$ cat src/design/hbk_pkg.sv
// Shared types, constants and the key-code translation function for the
// boot keyboard to ASCII block. No dependencies.
`timescale 1ns / 1ps
`default_nettype none

package hbk_pkg;

    localparam int HBK_SLOTS   = 6;
    localparam int HBK_QDEPTH  = 4;
    localparam int HBK_QAW     = 2;

    localparam logic [7:0] HBK_SHIFT_MASK   = 8'h22;
    localparam logic [7:0] HBK_CAG_MASK     = 8'hdd;
    localparam logic [7:0] HBK_CAPS_KEY     = 8'h39;
    localparam logic [7:0] HBK_LETTER_FIRST = 8'h04;
    localparam logic [7:0] HBK_LETTER_LAST  = 8'h1d;
    localparam logic [7:0] HBK_TABLE_FIRST  = 8'h1e;
    localparam logic [7:0] HBK_TABLE_LAST   = 8'h38;
    localparam logic [7:0] HBK_ERR_LAST     = 8'h03;

    typedef logic [7:0] t_key;
    typedef logic [6:0] t_char;

    // One report's worth of characters, one per slot, with a mask of slots
    // that produce a character.
    typedef struct packed {
        logic  [HBK_SLOTS-1:0]        mask;
        logic  [HBK_SLOTS-1:0][6:0]   chars;
    } t_hbk_entry;

    // Usage 0x1e..0x38, padded to 32; zero means no character.
    localparam t_char HBK_PLAIN_TAB [32] = '{
        7'h31, 7'h32, 7'h33, 7'h34, 7'h35, 7'h36, 7'h37, 7'h38, 7'h39, 7'h30,
        7'h0d, 7'h1b, 7'h08, 7'h09, 7'h20,
        7'h2d, 7'h3d, 7'h5b, 7'h5d, 7'h5c, 7'h00, 7'h3b, 7'h27, 7'h60, 7'h2c,
        7'h2e, 7'h2f,
        7'h00, 7'h00, 7'h00, 7'h00, 7'h00
    };
    localparam t_char HBK_SHIFT_TAB [32] = '{
        7'h21, 7'h40, 7'h23, 7'h24, 7'h25, 7'h5e, 7'h26, 7'h2a, 7'h28, 7'h29,
        7'h0d, 7'h1b, 7'h08, 7'h09, 7'h20,
        7'h5f, 7'h2b, 7'h7b, 7'h7d, 7'h7c, 7'h00, 7'h3a, 7'h22, 7'h7e, 7'h3c,
        7'h3e, 7'h3f,
        7'h00, 7'h00, 7'h00, 7'h00, 7'h00
    };

    // Translate one usage code; zero means the code gives no character.
    function automatic t_char hbk_code_to_char(input t_key code, input logic shifted,
                                               input logic caps);
        t_key  rel;
        t_char ch;
        rel = code - HBK_TABLE_FIRST;
        ch  = 7'h00;
        if (code >= HBK_LETTER_FIRST && code <= HBK_LETTER_LAST) begin
            ch = ((shifted ^ caps) ? 7'h41 : 7'h61) + (code[6:0] - HBK_LETTER_FIRST[6:0]);
        end else if (code >= HBK_TABLE_FIRST && code <= HBK_TABLE_LAST) begin
            ch = shifted ? HBK_SHIFT_TAB[rel[4:0]] : HBK_PLAIN_TAB[rel[4:0]];
        end
        return ch;
    endfunction

endpackage

`default_nettype wire

$ cat src/design/hbk_front.sv
// Front end: accepts reports, tracks held keys and caps lock, and turns each report with new
// characters, no error code and no ctrl/alt/gui into one entry of per-slot characters. Uses hbk_pkg.
`timescale 1ns / 1ps
`default_nettype none

module hbk_front
    import hbk_pkg::*;
(
    input  wire logic                          i_clk,
    input  wire logic                          i_rst_n,
    input  wire logic                          i_valid,
    output logic                               o_ready,
    input  wire logic [7:0]                    i_modifiers,
    input  wire logic [HBK_SLOTS-1:0][7:0]     i_slots,
    input  wire logic                          i_q_full,
    output logic                               o_q_push,
    output t_hbk_entry                         o_q_entry
);

    logic [HBK_SLOTS-1:0][7:0] r_prior;
    logic [HBK_SLOTS-1:0][7:0] n_prior;
    logic                      r_caps;
    logic                      n_caps;

    logic                      accept;
    logic                      is_err;
    logic                      is_cag;
    logic                      shifted;
    logic                      caps_run;
    logic [HBK_SLOTS-1:0]      new_key;
    logic [HBK_SLOTS-1:0]      caps_at;
    t_hbk_entry                entry;

    assign o_ready = !i_q_full;
    assign accept  = i_valid && o_ready;
    assign is_cag  = (i_modifiers & HBK_CAG_MASK) != 8'h00;
    assign shifted = (i_modifiers & HBK_SHIFT_MASK) != 8'h00;

    // Classify slots: error codes, new presses, caps state seen by each slot
    always_comb begin
        is_err   = 1'b0;
        caps_run = r_caps;
        new_key  = '0;
        caps_at  = '0;
        entry    = '0;
        for (int k = 0; k < HBK_SLOTS; k++) begin
            if (i_slots[k] != 8'h00 && i_slots[k] <= HBK_ERR_LAST) begin
                is_err = 1'b1;
            end
            new_key[k] = i_slots[k] != 8'h00;
            for (int j = 0; j < HBK_SLOTS; j++) begin
                if (r_prior[j] == i_slots[k]) begin
                    new_key[k] = 1'b0;
                end
            end
            caps_at[k] = caps_run;
            if (new_key[k] && i_slots[k] == HBK_CAPS_KEY) begin
                caps_run = !caps_run;
            end
            entry.chars[k] = hbk_code_to_char(i_slots[k], shifted, caps_at[k]);
            entry.mask[k]  = new_key[k] && (entry.chars[k] != 7'h00);
        end
    end

    // Update held keys and caps lock; drop reports carrying error codes
    always_comb begin
        n_prior = r_prior;
        n_caps  = r_caps;
        if (accept && !is_err) begin
            n_prior = i_slots;
            if (!is_cag) begin
                n_caps = caps_run;
            end
        end
    end

    always_ff @(posedge i_clk) begin
        if (!i_rst_n) begin
            r_prior <= '0;
            r_caps  <= 1'b0;
        end else begin
            r_prior <= n_prior;
            r_caps  <= n_caps;
        end
    end

    assign o_q_push  = accept && !is_err && !is_cag && (entry.mask != '0);
    assign o_q_entry = entry;

endmodule

`default_nettype wire

$ cat src/design/hbk_fifo.sv
// Short queue of report entries between front and back end.
// Uses hbk_pkg for the entry type and depth.
`timescale 1ns / 1ps
`default_nettype none

module hbk_fifo
    import hbk_pkg::*;
(
    input  wire logic        i_clk,
    input  wire logic        i_rst_n,
    input  wire logic        i_push,
    input  t_hbk_entry       i_entry,
    output logic             o_full,
    input  wire logic        i_pop,
    output logic             o_valid,
    output t_hbk_entry       o_entry
);

    t_hbk_entry             r_mem [HBK_QDEPTH];
    logic [HBK_QAW-1:0]     r_wr_ptr;
    logic [HBK_QAW-1:0]     r_rd_ptr;
    logic [HBK_QAW:0]       r_count;
    logic                   do_push;
    logic                   do_pop;

    assign o_full  = r_count == HBK_QAW'(0) + (HBK_QAW+1)'(HBK_QDEPTH);
    assign o_valid = r_count != '0;
    assign do_push = i_push && !o_full;
    assign do_pop  = i_pop && o_valid;
    assign o_entry = r_mem[r_rd_ptr];

    // Store entry
    always_ff @(posedge i_clk) begin
        if (do_push) begin
            r_mem[r_wr_ptr] <= i_entry;
        end
    end

    // Advance pointers and count
    always_ff @(posedge i_clk) begin
        if (!i_rst_n) begin
            r_wr_ptr <= '0;
            r_rd_ptr <= '0;
            r_count  <= '0;
        end else begin
            if (do_push) begin
                r_wr_ptr <= r_wr_ptr + 1'b1;
            end
            if (do_pop) begin
                r_rd_ptr <= r_rd_ptr + 1'b1;
            end
            if (do_push && !do_pop) begin
                r_count <= r_count + 1'b1;
            end else if (do_pop && !do_push) begin
                r_count <= r_count - 1'b1;
            end
        end
    end

endmodule

`default_nettype wire

$ cat src/design/hbk_back.sv
// Back end: holds one report entry and emits its characters one beat at a
// time in slot order, flagging the last. Uses hbk_pkg.
`timescale 1ns / 1ps
`default_nettype none

module hbk_back
    import hbk_pkg::*;
(
    input  wire logic        i_clk,
    input  wire logic        i_rst_n,
    input  wire logic        i_q_valid,
    input  t_hbk_entry       i_q_entry,
    output logic             o_q_pop,
    output logic             o_valid,
    input  wire logic        i_ready,
    output logic [6:0]       o_ascii_char,
    output logic             o_last_of_report
);

    logic [HBK_SLOTS-1:0]      r_mask;
    logic [HBK_SLOTS-1:0][6:0] r_chars;
    logic [HBK_SLOTS-1:0]      pick;
    logic [HBK_SLOTS-1:0]      rest;
    logic                      fire;
    logic                      load;

    assign pick    = r_mask & (~r_mask + HBK_SLOTS'(1));
    assign rest    = r_mask & ~pick;
    assign o_valid = r_mask != '0;
    assign fire    = o_valid && i_ready;
    assign o_last_of_report = rest == '0;
    assign load    = !o_valid || (fire && o_last_of_report);
    assign o_q_pop = load && i_q_valid;

    // Select the character of the lowest pending slot
    always_comb begin
        o_ascii_char = '0;
        for (int k = 0; k < HBK_SLOTS; k++) begin
            if (pick[k]) begin
                o_ascii_char = o_ascii_char | r_chars[k];
            end
        end
    end

    // Retire the sent slot; load the next entry when this one is done
    always_ff @(posedge i_clk) begin
        if (!i_rst_n) begin
            r_mask <= '0;
        end else if (o_q_pop) begin
            r_mask <= i_q_entry.mask;
        end else if (fire) begin
            r_mask <= rest;
        end
    end

    always_ff @(posedge i_clk) begin
        if (o_q_pop) begin
            r_chars <= i_q_entry.chars;
        end
    end

endmodule

`default_nettype wire

$ cat src/design/hid_boot_keyboard_to_ascii_core.sv
// Top level of the boot keyboard report to ASCII translator: front end,
// entry queue and back end. Uses hbk_pkg, hbk_front, hbk_fifo, hbk_back.
//
//   channel | direction | handshake          | payload
//   --------+-----------+--------------------+-------------------------------------
//   report  | in        | i_valid / o_ready  | i_modifiers, i_key_slot_0..5
//   char    | out       | o_valid / i_ready  | o_ascii_char, o_last_of_report
//
// A report is taken whenever the queue has room; held keys and
// caps lock update at the edge that takes it, so reports may arrive back to back.
// The back end sends one character per cycle while i_ready is high, and a
// report yields at most six characters. The first passes through the queue
// and then the back-end registers before it can leave. The four-entry queue
// lets the input keep flowing while the output stalls. Reset is synchronous,
// active low, and clears held keys, caps lock, queue and back end.
`timescale 1ns / 1ps
`default_nettype none

module hid_boot_keyboard_to_ascii_core
    import hbk_pkg::*;
(
    input  wire logic        i_clk,
    input  wire logic        i_rst_n,
    input  wire logic        i_valid,
    output logic             o_ready,
    input  wire logic [7:0]  i_modifiers,
    input  wire logic [7:0]  i_key_slot_0,
    input  wire logic [7:0]  i_key_slot_1,
    input  wire logic [7:0]  i_key_slot_2,
    input  wire logic [7:0]  i_key_slot_3,
    input  wire logic [7:0]  i_key_slot_4,
    input  wire logic [7:0]  i_key_slot_5,
    output logic             o_valid,
    input  wire logic        i_ready,
    output logic [6:0]       o_ascii_char,
    output logic             o_last_of_report
);

    logic [HBK_SLOTS-1:0][7:0] slots;
    logic                      q_push;
    logic                      q_full;
    logic                      q_pop;
    logic                      q_valid;
    t_hbk_entry                q_in;
    t_hbk_entry                q_out;

    assign slots = {i_key_slot_5, i_key_slot_4, i_key_slot_3,
                    i_key_slot_2, i_key_slot_1, i_key_slot_0};

    hbk_front u_front (
        .i_clk       (i_clk),
        .i_rst_n     (i_rst_n),
        .i_valid     (i_valid),
        .o_ready     (o_ready),
        .i_modifiers (i_modifiers),
        .i_slots     (slots),
        .i_q_full    (q_full),
        .o_q_push    (q_push),
        .o_q_entry   (q_in)
    );

    hbk_fifo u_fifo (
        .i_clk   (i_clk),
        .i_rst_n (i_rst_n),
        .i_push  (q_push),
        .i_entry (q_in),
        .o_full  (q_full),
        .i_pop   (q_pop),
        .o_valid (q_valid),
        .o_entry (q_out)
    );

    hbk_back u_back (
        .i_clk            (i_clk),
        .i_rst_n          (i_rst_n),
        .i_q_valid        (q_valid),
        .i_q_entry        (q_out),
        .o_q_pop          (q_pop),
        .o_valid          (o_valid),
        .i_ready          (i_ready),
        .o_ascii_char     (o_ascii_char),
        .o_last_of_report (o_last_of_report)
    );

    // Queue writes only come from accepted reports and never overflow
    a_push_on_accept: assert property (@(posedge i_clk) disable iff (!i_rst_n)
        q_push |-> (i_valid && o_ready && !q_full))
        else $error("queue push without accepted report or while full");

    // Back end never pops an empty queue
    a_pop_nonempty: assert property (@(posedge i_clk) disable iff (!i_rst_n)
        q_pop |-> q_valid)
        else $error("pop from empty queue");

    // Every emitted beat carries a real character
    a_char_nonzero: assert property (@(posedge i_clk) disable iff (!i_rst_n)
        o_valid |-> (o_ascii_char != 7'h00))
        else $error("null character emitted");

    // Only entries with characters enter the queue
    a_entry_nonempty: assert property (@(posedge i_clk) disable iff (!i_rst_n)
        q_push |-> (q_in.mask != '0))
        else $error("empty entry queued");

endmodule

`default_nettype wire
$ cat config.mk
export PLATFORM = sky130hd
export DESIGN_NAME = hid_boot_keyboard_to_ascii_core
export DESIGN_NICKNAME = d
export VERILOG_FILES = /design/src/design/hbk_pkg.sv /design/src/design/hbk_front.sv /design/src/design/hbk_fifo.sv /design/src/design/hbk_back.sv /design/src/design/hid_boot_keyboard_to_ascii_core.sv
export SDC_FILE = /design/constraint.sdc
export NUM_CORES = 1
export LEC_CHECK = 0
export BUFFER_PORTS_ARGS = -buffer_cell sky130_fd_sc_hd__buf_2
export CORE_MARGIN = 3
export CORE_UTILIZATION = 60
export CTS_CLUSTER_SIZE = 24
export DETAILED_ROUTE_END_ITERATION = 6
export MAX_ROUTING_LAYER = met4
export PLACE_DENSITY = 0.77
export SYNTH_ARGS = -nofsm -noshare
export SYNTH_HDL_FRONTEND = slang
export SYNTH_SLANG_ARGS = --single-unit
export TNS_END_PERCENT = 100
$ cat constraint.sdc
create_clock -name i_clk -period 7.6 [get_ports i_clk]
set_clock_uncertainty 0.2 [all_clocks]
set_input_delay 0.38 -clock i_clk [delete_from_list [all_inputs] [get_ports i_clk]]
set_output_delay 0.38 -clock i_clk [all_outputs]
set_load 0.005 [all_outputs]
---- Yosys cells after proc, flatten, opt, wreduce, memory -nomap -nowiden ----
Memory sizes are Yosys's and may differ from the RTL's. A register that Yosys moved wholly into a read port is not among the register bits.
Cells that the tools add are included.
operators by class
  mux-type cells .......................... 110
  equal/unequal tests ..................... 43
  reductions and logical operators ........ 75
  multiply operators ...................... 0
  $add $sub $neg .......................... 23
  bitwise operators ....................... 22
  shift operators ......................... 0
  order comparisons ....................... 36
  div/mod/pow operators ................... 0
operators with widths
  kind                                                 number
  two-way mux 7 bit                                    48
  == test 8 bit                                        36
  nonzero test 8 bit                                   8
  two-way mux 1 bit                                    50
  == test 8 x 6 -> 1 bit, second input constant        6
  >= comparator 8 x 3 -> 1 bit, second input constant  6
  >= comparator 8 x 5 -> 1 bit, second input constant  6
  <= comparator 8 x 2 -> 1 bit, second input constant  6
  <= comparator 8 x 5 -> 1 bit, second input constant  6
  <= comparator 8 x 6 -> 1 bit, second input constant  6
  two-way mux 6 bit                                    8
  adder 7 bit                                          6
  nonzero test 7 bit                                   6
  subtractor 7 x 3 -> 7 bit, second input constant     6
  logical AND 1 bit                                    41
  >= comparator 6 bit, second input constant           6
  NOT 5 -> 6 bit                                       6
  OR 7 bit                                             5
  subtractor 5 bit, second input constant              6
  AND 6 bit                                            2
  logical NOT 1 bit                                    12
  NOT 6 bit                                            2
  nonzero test 6 bit                                   2
  adder 6 x 1 -> 6 bit, second input constant          1
  other kinds (13)                                     22
word-level totals
  latch bits .............................. 0
  word-level logic and storage cells ...... 339
  output and inout port bits .............. 10
  flip-flop bits (word level) ............. 104
  bits in writable memories ............... 192
  memories ................................ 13
  input bits .............................. 60
  memory bits (read-only) ................. 2688
memory list
  name              depth  bits a word  read ports  clocked after Yosys merged registers in  wr ports  line           source
  (name not given)  32     7            1           0                                        0         hbk_pkg.sv:57  ch = shifted ? HBK_SHIFT_TAB[rel[4:0]] : HBK_PLAIN_TAB[rel[4:0]];
  (name not given)  32     7            1           0                                        0         hbk_pkg.sv:57
  (name not given)  32     7            1           0                                        0         hbk_pkg.sv:57
  (name not given)  32     7            1           0                                        0         hbk_pkg.sv:57
  (name not given)  32     7            1           0                                        0         hbk_pkg.sv:57
  (name not given)  32     7            1           0                                        0         hbk_pkg.sv:57
  +7 memories       -      -            -           -                                        -         -

---- Logic depth before layout (Yosys ltp) ----
  depth in word-level cells ............... 30
  mapped depth ............................ 31
  mapped depth without buffers ............ 28

---- Cells and area by module ----
Synthesis repeated with hierarchy kept, for this count alone.
second synthesis, totals
  cell total of the unflattened synthesis .. 2108
  area total of the unflattened synthesis .. 21329.2 µm²
modules (own cells, without submodules)
  module     times used  sequential area each (µm²)  cells an instance  area each (µm²)
  hbk_front  1           980.9                       1686               12017.8
  hbk_fifo   1           5945.7                      298                7402.1
  hbk_back   1           1381.3                      124                1909.3

---- Worst setup path before layout ----
Ideal clock, no wire load.
  path type ............................... in2reg
  from .................................... input i_key_slot_3[0]
  to ...................................... memory u_fifo.r_mem[0][0] (netlist name), enable pin
  path slack .............................. 0.831 ns
  stages on the path ...................... 23
  library setup time ...................... 0.476 ns
  data required time ...................... 6.924 ns
  path buffers ............................ 3
  arrival time ............................ 6.093 ns
  cell sequence ........................... clkbuf_1 -> buf_1 -> inv_1 -> ha_1 -> nand3_1 -> o21ai_0 -> or4_1 -> nor4_1 -> xor2_1 -> xnor3_1 -> xnor2_1 -> ha_1 -> inv_1 -> ha_1 -> a21oi_1 -> xnor2_1 -> a22o_1 -> nand2b_1 -> o41a_1 -> or4_1 -> o31a_1 -> buf_6 -> and2_1
RTL lines
  what                line                                   source
  start: declaration  hid_boot_keyboard_to_ascii_core.sv:30  input wire logic [7:0] i_key_slot_3,
  end: declaration    hbk_fifo.sv:19                         t_hbk_entry r_mem [HBK_QDEPTH];

==> metrics.log <==
INFO  metric post_synth_instance_area = 0.0214 mm2
INFO  metric worst_setup_hold_path_clk_slew = 60 ps
INFO  metric vdd.ir_drop.worst = 338 uV
INFO  metric layout_worst_path_cycle_share = 94.2%
INFO  metric grt_pass1_vias = 16000
INFO  metric worst_pin_slew = 1280 ps
INFO  metric final_cells = 2609
INFO  metric setup.worst_path.start_class = flip-flop
INFO  metric chipHeight = 195 um
INFO  metric die-area = 0.0379 mm2
INFO  metric core.rowCount = 68
INFO  metric crit-reg2reg-launch = u_front.r_prior[27]$_SDFFE_PN0P_
INFO  metric hp-class = input port to flip-flop
INFO  metric crit_fanout = 7
INFO  metric floorplan.die.width = 195 um
INFO  metric slew_headroom = 13.8%
INFO  metric areaGrowthSynthToFinish = 8.01%
INFO  metric route.vias.total = 16800
INFO  metric crit_start = u_front.r_prior[27]$_SDFFE_PN0P_
INFO  metric reg_to_reg_endpoint = u_fifo.r_count[2]$_SDFFE_PN0P_
INFO  metric finalWeightedCongestion = 1.04
INFO  metric globalRoute.totalOverflow = 0
INFO  metric regToRegSetupSlack = 440 ps
INFO  metric post-place-ws = 82.6 ps
INFO  metric clk-insertion-delay-late = 590 ps
INFO  metric finish.net_count = 2305
INFO  metric cts_tree = built
INFO  metric ff_latch_count_synth = 298
INFO  metric post_route_cells_drive_above_1_share = 12.6%
INFO  metric post_synthesis_mean_instance_area = 9.91 um2
INFO  metric global_route.peak_usage_layer = met2
INFO  metric grt_setup_unrepaired = no
INFO  metric drtPass1Iterations = 7
INFO  metric max_freq = 140 MHz
INFO  metric clock_sinks = 298
INFO  metric finalSetupTns = 0 ps
INFO  metric final_hold_viol_count = 0
INFO  metric report.final.slew_viol_count = 0
INFO  metric setup_slack = 437 ps
INFO  metric post_synth_inst_count = 2154
INFO  metric routedWlPerCell = 22.8 um
INFO  metric cts_made_buffers = 31
INFO  metric whs_endpoint = u_front.r_prior[15]$_SDFFE_PN0P_
INFO  metric cell_count_post_placement = 2547
INFO  metric design_power_total = 0.00540 W
INFO  metric all_layer_global_routing_usage = 31.5%
INFO  metric yosysWarnings = 0
INFO  metric crit_path_end_kind = flip-flop
INFO  metric detailedRoute.firstIterationViolations = 2029
INFO  metric global_route.usage.met1 = 43.7%
INFO  metric hold-path-cell-count = 3
INFO  metric synth_enable_flop_cells = 234
INFO  metric placeableCoreArea = 0.0348 mm2
INFO  metric holdCritStartpoint = i_key_slot_1[7]
INFO  metric maxCapViolations = 0
INFO  metric antenna_found_initial = 3
INFO  metric status = finished, final reports clean
INFO  metric ys_dominant_reg_cell = edfxtp_1
INFO  metric final-setup-viol-count = 0
INFO  metric yosysUniqueCellTypes = 87
INFO  metric cts_buffer_depth = 3
INFO  metric wirelength = 59600 um
INFO  metric post-cts-setup-buffer-count = 0
INFO  metric avgViaCountPerCell = 6.45
INFO  metric whs = 31.5 ps
INFO  metric dp_hpwl = 42500 um
INFO  metric critPathRequiredTime = 7900 ps
INFO  metric grt_first_pass_wirelength = 92500 um
INFO  metric async_flop_share = 0%
INFO  metric power-per-cell-area = 234 mW/mm2
INFO  metric grt_util_met2 = 48.6%
INFO  metric root_buffer = clkbuf_16
INFO  metric power.static_leakage = 8.48 nW
INFO  metric rr_worst_depth = 25
INFO  metric port-buffer-count = 69
INFO  metric arrival_time_reported_for_the_critical_path_endpoint = 7460 ps
INFO  metric path_class = flip-flop to flip-flop
INFO  metric cts_max_level = 1
INFO  metric synth_nets = 2333
INFO  metric groute.layer.met3.usage = 3.76%
INFO  metric grt_start_max_net_pins = 85
INFO  metric initial_utilization = 61.4%
INFO  metric period_needed = 7160 ps
INFO  metric remaining_drc_errors = 0
INFO  metric boundaryPins = 70
INFO  metric route.antenna.remaining_nets = 0
INFO  metric synth-seq-area-share = 38.9%
-- critical path, stage by stage, from the launching register on --
cell and delay (ps):
dfxtp_1 620, buf_4 220, xnor2_1 80, nand4_1 120
nor2_1 50, or4_1 570, nor4_1 670, xor2_1 310
xnor3_1 330, xnor2_1 160, ha_1 310, inv_1 40
ha_1 290, a21oi_1 170, xnor2_1 100, a22o_1 240
nand2b_1 180, o41a_1 380, or4_1 560, o31a_1 360
ha_1 250, inv_1 100, fa_1 190, xor2_1 80
or3_1 320, a21boi_0 170
-- cells in the final DEF (no fill, tap or decap), types with 11 or more instances in the layout --
master,instances
a211oi_1,17
a21o_1,14
a21oi_1,117
a22oi_1,14
a31oi_1,20
and2_1,12
buf_2,69
buf_4,61
clkbuf_16,31
clkinv_1,11
dfxtp_1,62
edfxtp_1,234
ha_1,118
inv_1,70
mux2i_1,23
mux4_2,48
nand2_1,169
nand2b_1,14
nand3_1,40
nand4_1,49
nor2_1,106
nor2b_1,62
nor3_1,33
nor4_1,41
o211ai_1,22
o21ai_0,103
o22ai_1,12
o31ai_1,11
or3_1,13
xnor2_1,198
xor2_1,146
-- flip-flops by register name, indices dropped and copies added, names as in the netlist, named ones only --
register / flops
u_fifo.r_rd_ptr: 2
u_front.r_prior: 48
u_fifo.r_mem: 192
u_back.r_chars: 42
u_back.r_mask: 6
u_fifo.r_wr_ptr: 2
u_front.r_caps: 1
u_fifo.r_count: 3
-- how the worst max path moves through the flow --
stage | end | slack [ps] | depth (start not counted)
after floorplan | u_fifo.r_mem[0][0]$_DFFE_PP_ | 830 | 23
after global placement | u_fifo.r_count[2]$_SDFFE_PN0P_ | 310 | 26
after detailed placement | u_fifo.r_count[2]$_SDFFE_PN0P_ | 80 | 28
after CTS | u_fifo.r_count[2]$_SDFFE_PN0P_ | 300 | 27
after global routing | u_fifo.r_count[2]$_SDFFE_PN0P_ | 110 | 28
final | u_fifo.r_count[2]$_SDFFE_PN0P_ | 440 | 25
-- layer usage --
metal	part of all wire, %	vias to the layer above
li1	-	7738
met1	42	8130
met2	46	803
met3	8.1	165
met4	4.1	0
met5	0	-
-- synthesized netlist by cell type (10+ instances only) --
cell type	count	area share (%)
a211oi_1	17	0.60
a21o_1	14	0.49
a21oi_1	117	2.7
a221oi_1	10	0.41
a22oi_1	14	0.49
a311oi_1	10	0.41
a31oi_1	20	0.59
and2_1	16	0.47
buf_1	37	0.65
buf_2	36	0.84
clkbuf_1	115	2.0
dfxtp_1	64	6.0
edfxtp_1	234	33
ha_1	118	6.9
inv_1	70	1.2
mux2i_1	23	1.1
mux4_2	48	5.1
nand2_1	169	3.0
nand2b_1	14	0.41
nand3_1	40	0.94
nand4_1	49	1.4
nor2_1	107	1.9
nor2b_1	62	1.8
nor3_1	33	0.77
nor4_1	42	1.2
o211ai_1	22	0.77
o21ai_0	103	2.4
o221ai_1	10	0.41
o22ai_1	12	0.35
o31ai_1	11	0.39
or3_1	13	0.38
xnor2_1	199	8.2
xor2_1	146	6.0
-- layout make-up --
class	instances	area (um2)
clock inverter	23	236
timing repair buffer	135	893
antenna	3	7.51
clock buffer	35	791
multi-input combinational	1587	12000
inverter	73	274
tap	455	569
fill	2688	11700
sequential	298	8310
-- cells by family after synthesis --
family | after synthesis | share of synthesized area, %
xor+xnor | 350 | 14.6
simple gates | 595 | 14.1
compound gates | 450 | 14.0
flops | 298 | 38.9
buf+inv | 269 | 5.15
fa+ha+maj | 120 | 7.05
mux | 72 | 6.19
-- what timing repair did --
action / in CTS / in global routing
endpoints found under the hold margin: 3 / 0
setup endpoints to repair: 0 / 2
resized for setup: 0 / 2
hold buffers: 1 / 0
-- power by group --
group | switching [W] | internal (W)
logic | 0.000922 | 0.000701
clock network | 0.000644 | 0.000886
registers | 0.000226 | 0.00202
-- metrics by stage --
step           util, %  cell area, um2
2_1_floorplan        -           21400
4_1_cts           66.2           23000
3_3_place_gp      63.2           22000
5_1_grt           66.3           23100
6_report          66.3           23100
3_5_place_dp      63.2           22000
(Power assumes the default switching activity.)
